## src/sv/itcf_pkg.sv

```systemverilog
// ----------------------------------------------------------------------------
// itcf_pkg
// Shared types, constants and the arctangent table of the tilt filter.
// ----------------------------------------------------------------------------
`default_nettype none

package itcf_pkg;

  localparam int ANGLE_BITS        = 16;
  localparam int CORDIC_ITERS_DEF  = 16;
  localparam int CFG_INDEX_BITS    = 8;

  localparam logic [15:0] ALPHA_RESET      = 16'd64225;
  localparam logic [15:0] RATE_SCALE_RESET = 16'd1024;

  localparam logic [CFG_INDEX_BITS-1:0] REG_ALPHA      = CFG_INDEX_BITS'(0);
  localparam logic [CFG_INDEX_BITS-1:0] REG_RATE_SCALE = CFG_INDEX_BITS'(1);

  typedef struct packed {
    logic               kind;
    logic signed [15:0] accel_x;
    logic signed [15:0] accel_y;
    logic signed [15:0] accel_z;
    logic signed [15:0] gyro_x;
    logic signed [15:0] gyro_y;
  } in_item_t;

  typedef struct packed {
    logic [15:0] angle_x;
    logic [15:0] angle_y;
  } out_item_t;

  // arctangent of 2^-i in units of 2^-32 turn, truncated
  function automatic logic [31:0] atan_entry(input logic [4:0] idx);
    logic [31:0] v;
    case (idx)
      5'd0:  v = 32'h20000000;
      5'd1:  v = 32'h12E4051D;
      5'd2:  v = 32'h09FB385B;
      5'd3:  v = 32'h051111D4;
      5'd4:  v = 32'h028B0D43;
      5'd5:  v = 32'h0145D7E1;
      5'd6:  v = 32'h00A2F61E;
      5'd7:  v = 32'h00517C55;
      5'd8:  v = 32'h0028BE53;
      5'd9:  v = 32'h00145F2E;
      5'd10: v = 32'h000A2F98;
      5'd11: v = 32'h000517CC;
      5'd12: v = 32'h00028BE6;
      5'd13: v = 32'h000145F3;
      5'd14: v = 32'h0000A2F9;
      5'd15: v = 32'h0000517C;
      5'd16: v = 32'h000028BE;
      5'd17: v = 32'h0000145F;
      5'd18: v = 32'h00000A2F;
      5'd19: v = 32'h00000517;
      5'd20: v = 32'h0000028B;
      5'd21: v = 32'h00000145;
      5'd22: v = 32'h000000A2;
      5'd23: v = 32'h00000051;
      5'd24: v = 32'h00000028;
      5'd25: v = 32'h00000014;
      5'd26: v = 32'h0000000A;
      5'd27: v = 32'h00000005;
      5'd28: v = 32'h00000002;
      5'd29: v = 32'h00000001;
      default: v = 32'h00000000;
    endcase
    return v;
  endfunction

endpackage

`default_nettype wire

```

## src/sv/itcf_sqrt.sv

```systemverilog
// ----------------------------------------------------------------------------
// itcf_sqrt
// Bit-serial integer square root, one result bit per cycle.
// ----------------------------------------------------------------------------
`default_nettype none

module itcf_sqrt (
  input  wire logic        clk,
  input  wire logic        rst,
  input  wire logic        start,
  input  wire logic [31:0] radicand,
  output logic             done,
  output logic [15:0]      root
);

  logic        busy;
  logic [3:0]  cnt;
  logic [17:0] rem;
  logic [31:0] src;
  logic [17:0] rem_sh;
  logic [17:0] trial;
  logic        fits;

  always_comb begin
    rem_sh = {rem[15:0], src[31:30]};
    trial  = {root, 2'b01};
    fits   = (rem_sh >= trial);
  end

  always_ff @(posedge clk) begin
    if (rst) begin
      busy <= 1'b0;
      done <= 1'b0;
      cnt  <= '0;
    end else begin
      done <= 1'b0;
      if (start) begin
        busy <= 1'b1;
        cnt  <= '0;
      end else if (busy) begin
        cnt <= cnt + 4'd1;
        if (cnt == 4'd15) begin
          busy <= 1'b0;
          done <= 1'b1;
        end
      end
    end
  end

  always_ff @(posedge clk) begin
    if (start) begin
      src  <= radicand;
      rem  <= '0;
      root <= '0;
    end else if (busy) begin
      src  <= {src[29:0], 2'b00};
      rem  <= fits ? (rem_sh - trial) : rem_sh;
      root <= {root[14:0], fits};
    end
  end

endmodule

`default_nettype wire

```

## src/sv/itcf_cordic.sv

```systemverilog
// ----------------------------------------------------------------------------
// itcf_cordic
// Iterative vectoring CORDIC, one micro-rotation per cycle.
// ----------------------------------------------------------------------------
`default_nettype none

module itcf_cordic #(
  parameter int CORDIC_ITERS = itcf_pkg::CORDIC_ITERS_DEF
) (
  input  wire logic               clk,
  input  wire logic               rst,
  input  wire logic               start,
  input  wire logic [15:0]        mag,
  input  wire logic signed [15:0] axis,
  output logic                    done,
  output logic [itcf_pkg::ANGLE_BITS-1:0] angle
);

  localparam int IW = $clog2(CORDIC_ITERS);

  logic                busy;
  logic [IW-1:0]       step;
  logic signed [26:0]  x;
  logic signed [26:0]  y;
  logic signed [33:0]  z;
  logic signed [26:0]  xs;
  logic signed [26:0]  ys;
  logic signed [33:0]  tab;
  logic signed [33:0]  z_rnd;

  always_comb begin
    xs    = x >>> step;
    ys    = y >>> step;
    tab   = $signed({2'b00, itcf_pkg::atan_entry(5'(step))});
    z_rnd = z + 34'sd32768;
  end

  always_ff @(posedge clk) begin
    if (rst) begin
      busy <= 1'b0;
      done <= 1'b0;
      step <= '0;
    end else begin
      done <= 1'b0;
      if (start) begin
        busy <= 1'b1;
        step <= '0;
      end else if (busy) begin
        step <= step + IW'(1);
        if (step == IW'(CORDIC_ITERS - 1)) begin
          busy <= 1'b0;
          done <= 1'b1;
        end
      end
    end
  end

  always_ff @(posedge clk) begin
    if (start) begin
      x <= $signed({3'b000, mag, 8'h00});
      y <= $signed({{3{axis[15]}}, axis, 8'h00});
      z <= '0;
    end else if (busy) begin
      if (!y[26]) begin
        x <= x + ys;
        y <= y - xs;
        z <= z + tab;
      end else begin
        x <= x - ys;
        y <= y + xs;
        z <= z - tab;
      end
    end
  end

  // round half up to the angle width
  assign angle = z_rnd[31:32-itcf_pkg::ANGLE_BITS];

endmodule

`default_nettype wire

```

## src/sv/itcf_lane.sv

```systemverilog
// ----------------------------------------------------------------------------
// itcf_lane
// One tilt axis: accelerometer angle, then seed or gyro blend of its state.
// ----------------------------------------------------------------------------
`default_nettype none

module itcf_lane #(
  parameter int CORDIC_ITERS = itcf_pkg::CORDIC_ITERS_DEF
) (
  input  wire logic               clk,
  input  wire logic               rst,
  input  wire logic               start,
  input  wire logic               seed,
  input  wire logic signed [15:0] axis_a,
  input  wire logic signed [15:0] axis_b,
  input  wire logic signed [15:0] axis_c,
  input  wire logic signed [16:0] omega,
  input  wire logic [15:0]        alpha,
  input  wire logic [15:0]        rate_scale,
  output logic                    done,
  output logic [itcf_pkg::ANGLE_BITS-1:0] tilt
);

  localparam int AB = itcf_pkg::ANGLE_BITS;

  typedef enum logic [5:0] {
    ST_IDLE   = 6'b000001,
    ST_ROOT   = 6'b000010,
    ST_ANGLE  = 6'b000100,
    ST_ERR    = 6'b001000,
    ST_PROD   = 6'b010000,
    ST_SUM    = 6'b100000
  } lane_state_t;

  lane_state_t state;

  logic [31:0]        radicand;
  logic               sq_done;
  logic [15:0]        root;
  logic               co_done;
  logic [AB-1:0]      co_angle;
  logic [AB-1:0]      folded;
  logic [AB-1:0]      acc;
  logic [AB-1:0]      raw;
  logic signed [AB:0] d;
  logic signed [34:0] e_next;
  logic signed [33:0] rate_term;
  logic signed [34:0] e;
  logic [31:0]        p_lo;
  logic signed [35:0] p_hi;
  logic signed [51:0] q_sum;
  logic [AB-1:0]      half;

  always_comb begin
    radicand = 32'(axis_b * axis_b) + 32'(axis_c * axis_c);
  end

  itcf_sqrt u_sqrt (
    .clk      (clk),
    .rst      (rst),
    .start    (start),
    .radicand (radicand),
    .done     (sq_done),
    .root     (root)
  );

  itcf_cordic #(
    .CORDIC_ITERS (CORDIC_ITERS)
  ) u_cordic (
    .clk   (clk),
    .rst   (rst),
    .start (sq_done),
    .mag   (root),
    .axis  (axis_a),
    .done  (co_done),
    .angle (co_angle)
  );

  always_comb begin
    half   = {1'b1, {(AB-1){1'b0}}};
    folded = axis_c[15] ? (half - co_angle) : co_angle;
    raw    = acc - tilt;
    if (raw > half) begin
      d = $signed({1'b0, raw}) - $signed({1'b1, {AB{1'b0}}});
    end else if (raw == half) begin
      d = (acc > tilt) ? $signed({1'b0, raw}) : -$signed({1'b0, raw});
    end else begin
      d = $signed({1'b0, raw});
    end
    rate_term = omega * $signed({1'b0, rate_scale});
    e_next    = -($signed(35'(d)) <<< 16) + 35'(rate_term);
    q_sum     = (52'(p_hi) <<< 16) + $signed({20'd0, p_lo}) + 52'sh80000000;
  end

  always_ff @(posedge clk) begin
    if (rst) begin
      state <= ST_IDLE;
      done  <= 1'b0;
      tilt  <= '0;
    end else begin
      done <= 1'b0;
      case (state)
        ST_IDLE: begin
          if (start) begin
            state <= ST_ROOT;
          end
        end
        ST_ROOT: begin
          if (sq_done) begin
            state <= ST_ANGLE;
          end
        end
        ST_ANGLE: begin
          if (co_done) begin
            state <= ST_ERR;
          end
        end
        ST_ERR: begin
          if (seed) begin
            tilt  <= acc;
            done  <= 1'b1;
            state <= ST_IDLE;
          end else begin
            state <= ST_PROD;
          end
        end
        ST_PROD: begin
          state <= ST_SUM;
        end
        ST_SUM: begin
          tilt  <= acc + q_sum[32+AB-1:32];
          done  <= 1'b1;
          state <= ST_IDLE;
        end
        default: begin
          state <= ST_IDLE;
        end
      endcase
    end
  end

  always_ff @(posedge clk) begin
    if (co_done) begin
      acc <= folded;
    end
    if (state == ST_ERR) begin
      e <= e_next;
    end
    if (state == ST_PROD) begin
      p_lo <= {16'd0, alpha} * {16'd0, e[15:0]};
      p_hi <= $signed({1'b0, alpha}) * $signed(e[34:16]);
    end
  end

endmodule

`default_nettype wire

```

## config.mk

```make
export PLATFORM = sky130hd
export DESIGN_NAME = itcf_lane
export DESIGN_NICKNAME = d
export VERILOG_FILES = /design/src/sv/itcf_pkg.sv /design/src/sv/itcf_sqrt.sv /design/src/sv/itcf_cordic.sv /design/src/sv/itcf_lane.sv
export SDC_FILE = /design/constraint.sdc
export NUM_CORES = 2
export LEC_CHECK = 0
export BUFFER_PORTS_ARGS = -buffer_cell sky130_fd_sc_hd__buf_2
export CAP_MARGIN = 20
export CORE_MARGIN = 10
export CORE_UTILIZATION = 40
export CTS_CLUSTER_DIAMETER = 150
export DETAILED_ROUTE_END_ITERATION = 8
export GPL_TIMING_DRIVEN = 0
export PLACE_DENSITY = 0.52
export SETUP_SLACK_MARGIN = 0.1
export SLEW_MARGIN = 20
export SYNTH_ARGS = -nofsm -noshare
export SYNTH_HDL_FRONTEND = slang
export SYNTH_SLANG_ARGS = --single-unit
```

## constraint.sdc

```tcl
create_clock -name clk -period 15.36 [get_ports clk]
set_input_delay 3.072 -clock clk [delete_from_list [all_inputs] [get_ports clk]]
set_output_delay 3.072 -clock clk [all_outputs]
set_load 0.01 [all_outputs]
```

## Word-level counts from Yosys, hierarchy flattened

Memories as Yosys holds them, arrays and structs flattened. A register that Yosys moved wholly into a read port is not among the register bits.
Index checks and enable logic that the tools add are counted.

| word-level totals | value |
|---|---|
| register bits after elaboration | 302 |
| bits in read-only memories | 480 |
| input bits | 101 |
| output and inout bits | 17 |
| word-level logic and storage cells | 109 |
| memories | 1 |

| cells by class | value |
|---|---|
| $add $sub $neg | 20 |
| multiply operators | 5 |
| magnitude comparators | 3 |
| equality and inequality tests | 13 |
| shifts and indexed selects | 2 |
| mux-type cells | 33 |
| bitwise operators | 2 |
| reductions and logical operators | 9 |

Memory list:

| name | depth | width | rd ports | clocked after Yosys merged registers in | wr ports | RTL line | text |
|---|---|---|---|---|---|---|---|
| (name not given) | 16 | 30 | 1 | 1 | 0 | itcf_pkg.sv:36 | `case (idx)` |

Operators with widths:

| cell | number |
|---|---|
| $mux 27 | 4 |
| $mul 16x16->32 | 3 |
| $mux 32 | 2 |
| $add 27x27->27 | 2 |
| $sshr 27x4->27 | 2 |
| $sub 27x27->27 | 2 |
| $mux 17 | 3 |
| $add 48x33->48 | 1 |
| $add 48x33->48 const B | 1 |
| $mux 16 | 3 |
| $mux 24 | 2 |
| $add 35x34->35 | 1 |
| $neg 33->35 | 1 |
| $add 34x33->34 | 1 |
| $mul 17x17->34 | 1 |
| $mux 34 | 1 |
| $sub 34x33->34 | 1 |
| $add 32x17->32 const B | 1 |
| $add 32x32->32 | 1 |
| $mul 17x19->32 | 1 |
| $pmux 16 s2 | 1 |
| $sub 16x16->16 | 2 |
| $pmux 6 s5 | 1 |
| $ge 18x18->1 | 1 |
| 28 further kinds | 48 |

## Longest topological paths before layout

| depth | value |
|---|---|
| depth after elaboration | 7 |
| depth in mapped cells | 33 |
| mapped depth without buffers | 33 |

## Cells and area by module

From an unflattened synthesis, not the netlist that was laid out.

| second synthesis, totals | value |
|---|---|
| cell total of the unflattened synthesis | 7673 |
| area, all modules | 70497.6 sq um |

By module, submodules not included:

| module | instances | cells each | area an instance (sq um) |
|---|---|---|---|
| itcf_lane | 1 | 5660 | 53199.8 |
| itcf_cordic | 1 | 1619 | 13355.3 |
| itcf_sqrt | 1 | 394 | 3942.5 |

## Worst setup path before layout

Ideal clock, no wire load.

| path | value |
|---|---|
| path type | input port to flip-flop |
| start | input axis_c[1] |
| end | register u_sqrt.src[31], data pin |
| setup time | 0.260 ns |
| data arrival time | 10.120 ns |
| slack | 4.980 ns |
| stages on the path | 27 |
| buffers on the path | 2 |
| cells stage by stage | clkbuf_1 -> clkbuf_1 -> nand2_1 -> fa_1 -> inv_1 -> fa_1 -> inv_1 -> fa_1 -> inv_1 -> fa_1 -> inv_1 -> fa_1 -> fa_1 -> fa_1 -> inv_1 -> fa_1 -> ha_1 -> a21o_1 -> a21o_1 -> a21oi_1 -> o211ai_1 -> and3_1 -> o311a_1 -> a311o_1 -> a21oi_1 -> xnor2_1 -> mux2_2 |

| between the ends | value |
|---|---|
| word-level cells in the longest chain between the ends | 3 |

Ends and longest elaborated chain:

| element | RTL line | text |
|---|---|---|
| start, declared | itcf_lane.sv:16 | `input wire logic signed [15:0] axis_c,` |
| $mul 16x16->32 | itcf_lane.sv:55 | `radicand = 32'(axis_b * axis_b) + 32'(axis_c * axis_c);` |
| $add 32x32->32 | itcf_lane.sv:55 |  |
| $mux 32 | itcf_sqrt.sv:51 | `if (start) begin` |
| end signal, assigned | itcf_sqrt.sv:52 | `src <= radicand;` |
| end signal, assigned | itcf_sqrt.sv:56 | `src <= {src[29:0], 2'b00};` |
| end, declared | itcf_sqrt.sv:19 | `logic [31:0] src;` |

Every way passes these cells.
A chain may end at the register's enable or synchronous reset.

## Worst setup path in the final report

| path | value |
|---|---|
| start | input axis_b[2] |
| end | register u_sqrt.src[31], data pin |

| between the ends | value |
|---|---|
| word-level cells in the longest chain between the ends | 3 |

Ends and longest elaborated chain:

| element | RTL line | text |
|---|---|---|
| start, declared | itcf_lane.sv:15 | `input wire logic signed [15:0] axis_b,` |
| $mul 16x16->32 | itcf_lane.sv:55 |  |
| $add 32x32->32 | itcf_lane.sv:55 |  |
| $mux 32 | itcf_sqrt.sv:51 |  |

Every way passes these cells.

==> impl_metrics.csv <==
group,metric,value,unit
yosys,synth_nets,9515,
yosys,synthCells,7523,
grt,antenna_found_initial,8,
timing,layout_min_cycle_time,11530,ps
yosys,yosys_warnings,0,
placed_design,dpl.hpwl,175200,µm
critical_path,crit_arrival,11890,ps
yosys,ys_seq_elements,314,
detailed_routing,wirelength,206800,µm
timing,relSlewSlack,0.2075,
critical_path,endpoint_kind,"register",
grt,grt_overflow,0,
timing,hold_viol,0,
clock_tree,postCtsSetupBuffers,0,
detailed_routing,vias_per_cell,5.142,
placed_design,port-buffer-count,100,
critical_path,worstSetupStartpointType,"input pin",
detailed_routing,drt_iter0_drc,3085,
grt,grt_first_pass_wirelength,328900,µm
finish,layout_commonest_cell,"inv_1",
die,core-area,173400,µm²
clock_tree,cts_htree_levels,2,
clock_tree,clkSinkCount,314,
clock_tree,clk_latency,640,ps
yosys,syn_area,69620,µm²
yosys,synthDistinctLibCells,83,
detailed_routing,ant_nets,0,
die,die_area,191100,µm²
detailed_routing,vias,51650,
clock_tree,path_clk_slew,60,ps
grt,track_usage,0.2186,
clock_tree,cts_tree,"yes",
placed_design,gp_congestion,0.9222,
yosys,async_flop_share,0,
timing,rsz0062_at_grt,"no",
timing,worstMarginPinSlew,1159,ps
clock_tree,cts_buffers,44,
finish,layout-drive-gt1-share,0.04576,
grt,grt_pass1_vias,55940,
run_status,status,"complete, no violations",
clock_tree,postCtsResizedCells,0,
die,die_h,437.2,µm
yosys,syn_avg_cell_area,9.254,µm²
finish,fin_nets,9671,
yosys,ys_seq_area_frac,0.1142,
die,io_pins,118,
finish,fillCellCount,17370,
timing,fin_crit_sh,0.7508,
flow_run,drv_cap,0,
die,std_cell_rows,153,
finish,syn_to_final_growth,7.439,%
timing,finClkSkew,48.76,ps
finish,layout_common_cells,"inv_1, fa_1, nand2_1, ha_1, and2_1",
detailed_routing,detail_route.first_pass.iterations,6,
critical_path,r2r_cells,33,
finish,utilization,0.4312,
critical_path,crit_path_max_fanout,10,
timing,fin_tns_setup,0,ps
clock_tree,cts_root_buf,"clkbuf_16",
timing,slew_viol_final,0,
clock_tree,cts_buffer_depth,3,
detailed_routing,wl_per_cell,20.58,µm
hold_path,min-delay-path-class,"register to register",
detailed_routing,drcViolationCount,0,
die,initial_core_util,0.4014,
grt,grt_max_degree,33,
critical_path,path_class,"input pin to register",
critical_path,worstPathRequired,15720,ps
clock_tree,hold_buffers,0,
finish,final_area,74790,µm²
yosys,synth_edf_count,166,
placed_design,dpl-instance-area,73140,µm²
yosys,synth_flop_cell,"edfxtp_1",
hold_path,whs_path_depth,2,
die,die_x,437.2,µm
timing,finalSetupViolations,0,
timing,fmaxAchievable,86.72,MHz
## registers in the layout, summed over array words and instances, names as in the netlist, 4 cells and up
name and cells:
state 6, u_cordic.y 27, tilt 16, u_sqrt.cnt 4, u_cordic.step 4, p_lo 16
u_sqrt.rem 16, u_sqrt.root 16, u_sqrt.src 32, e 35, u_cordic.x 27, u_cordic.tab 30
u_cordic.z 32, p_hi 32, acc 16
## path summary, 6_finish.rpt
| check | startpoint | end | slack, ps |
|---|---|---|---|
| worst max-delay path | axis_b[2] | u_sqrt.src[31]$_DFFE_PP_ | 3830 |
| worst min-delay path | u_sqrt.rem[15]$_SDFFE_PP0P_ | u_sqrt.rem[15]$_SDFFE_PP0P_ | 460 |
| worst max register to register | acc[0]$_DFFE_PP_ | e[34]$_DFFE_PN_ | 5580 |
| worst min register to register | u_sqrt.rem[15]$_SDFFE_PP0P_ | u_sqrt.rem[15]$_SDFFE_PP0P_ | 460 |
## worst max-delay path: stages
cell       delay [ps]
buf_2             100
clkbuf_1          600
clkbuf_1          650
nand2_1           210
inv_1             120
fa_1              430
fa_1              390
inv_1              90
fa_1              440
fa_1              550
inv_1              50
fa_1              500
inv_1              50
fa_1              530
inv_1              50
fa_1              470
fa_1              540
ha_1              390
a2111oi_0         720
o211ai_1          290
and3_1            270
o311a_1           440
a311o_1           380
a21oi_1           190
xnor2_1            80
mux2_2            260
## cell type report
class,count,area [µm²],area share
multi-input cells,5389,54810,0.7327
flip-flops and latches,314,7948,0.1063
inverters,1542,5788,0.07739
well taps,2325,2909,0.03889
clock buffers,60,1326,0.01773
plain buffers,278,1096,0.01465
repair buffers,110,603.1,0.008063
clock inverters,21,304.0,0.004065
diodes,6,15.01,0.0002007
## synthesized netlist by cell type (17+ instances only)
cell | count | area, µm²
nand2b_1 | 53 | 331.6
fa_1 | 1308 | 26190
xnor2_1 | 236 | 2067
xor2_1 | 124 | 1086
o21a_1 | 51 | 382.9
clkbuf_1 | 242 | 908.4
dfxtp_1 | 148 | 2963
mux4_2 | 54 | 1216
and3_1 | 43 | 269.0
nor3_1 | 62 | 310.3
a21o_1 | 84 | 630.6
edfxtp_1 | 166 | 4985
nand4_1 | 29 | 181.4
nand3_1 | 60 | 300.3
or3_1 | 19 | 118.9
nand2_1 | 894 | 3356
a31oi_1 | 36 | 225.2
or2_2 | 26 | 162.7
buf_1 | 17 | 63.81
and2_1 | 466 | 2915
o31ai_1 | 21 | 157.7
a211oi_1 | 47 | 352.8
nor4_1 | 19 | 118.9
mux2_2 | 42 | 473.0
inv_1 | 1537 | 5769
nor2_1 | 312 | 1171
nor2b_1 | 35 | 219.0
o211ai_1 | 25 | 187.7
ha_1 | 583 | 7295
mux2i_1 | 93 | 930.9
o21bai_1 | 23 | 172.7
a21oi_1 | 248 | 1241
o21ai_0 | 189 | 945.9
## stage by stage
stage	worst slack [ps]	cells	hold WS, ps
2_1_floorplan	4980	7523	429.2
3_3_place_gp	3169	9948	443.0
3_5_place_dp	3142	9958	452.3
4_1_cts	3808	10040	464.8
5_1_grt	3355	10040	478.2
6_report	3828	10050	463.9
## kinds of logic after synthesis
| kind of cell | Yosys count | share of synthesized area |
|---|---|---|
| XOR/XNOR | 360 | 0.04529 |
| flip-flops | 314 | 0.1142 |
| multiplexers | 191 | 0.03796 |
| adder cells (fa/ha/maj) | 1891 | 0.4809 |
| AND/OR/NAND/NOR | 2075 | 0.1427 |
| AO/OA/AOI/OAI | 872 | 0.08014 |
| buffers and inverters | 1820 | 0.09885 |
## metal layers
metal	track usage	wire length, µm
met1	0.2835	89510
met2	0.3757	100300
met3	0.02300	8334
met4	0.08167	8575
met5	0	21
Power is not shown: default switching activity piles up to over one toggle a cycle in this logic, so the estimate is an artifact.
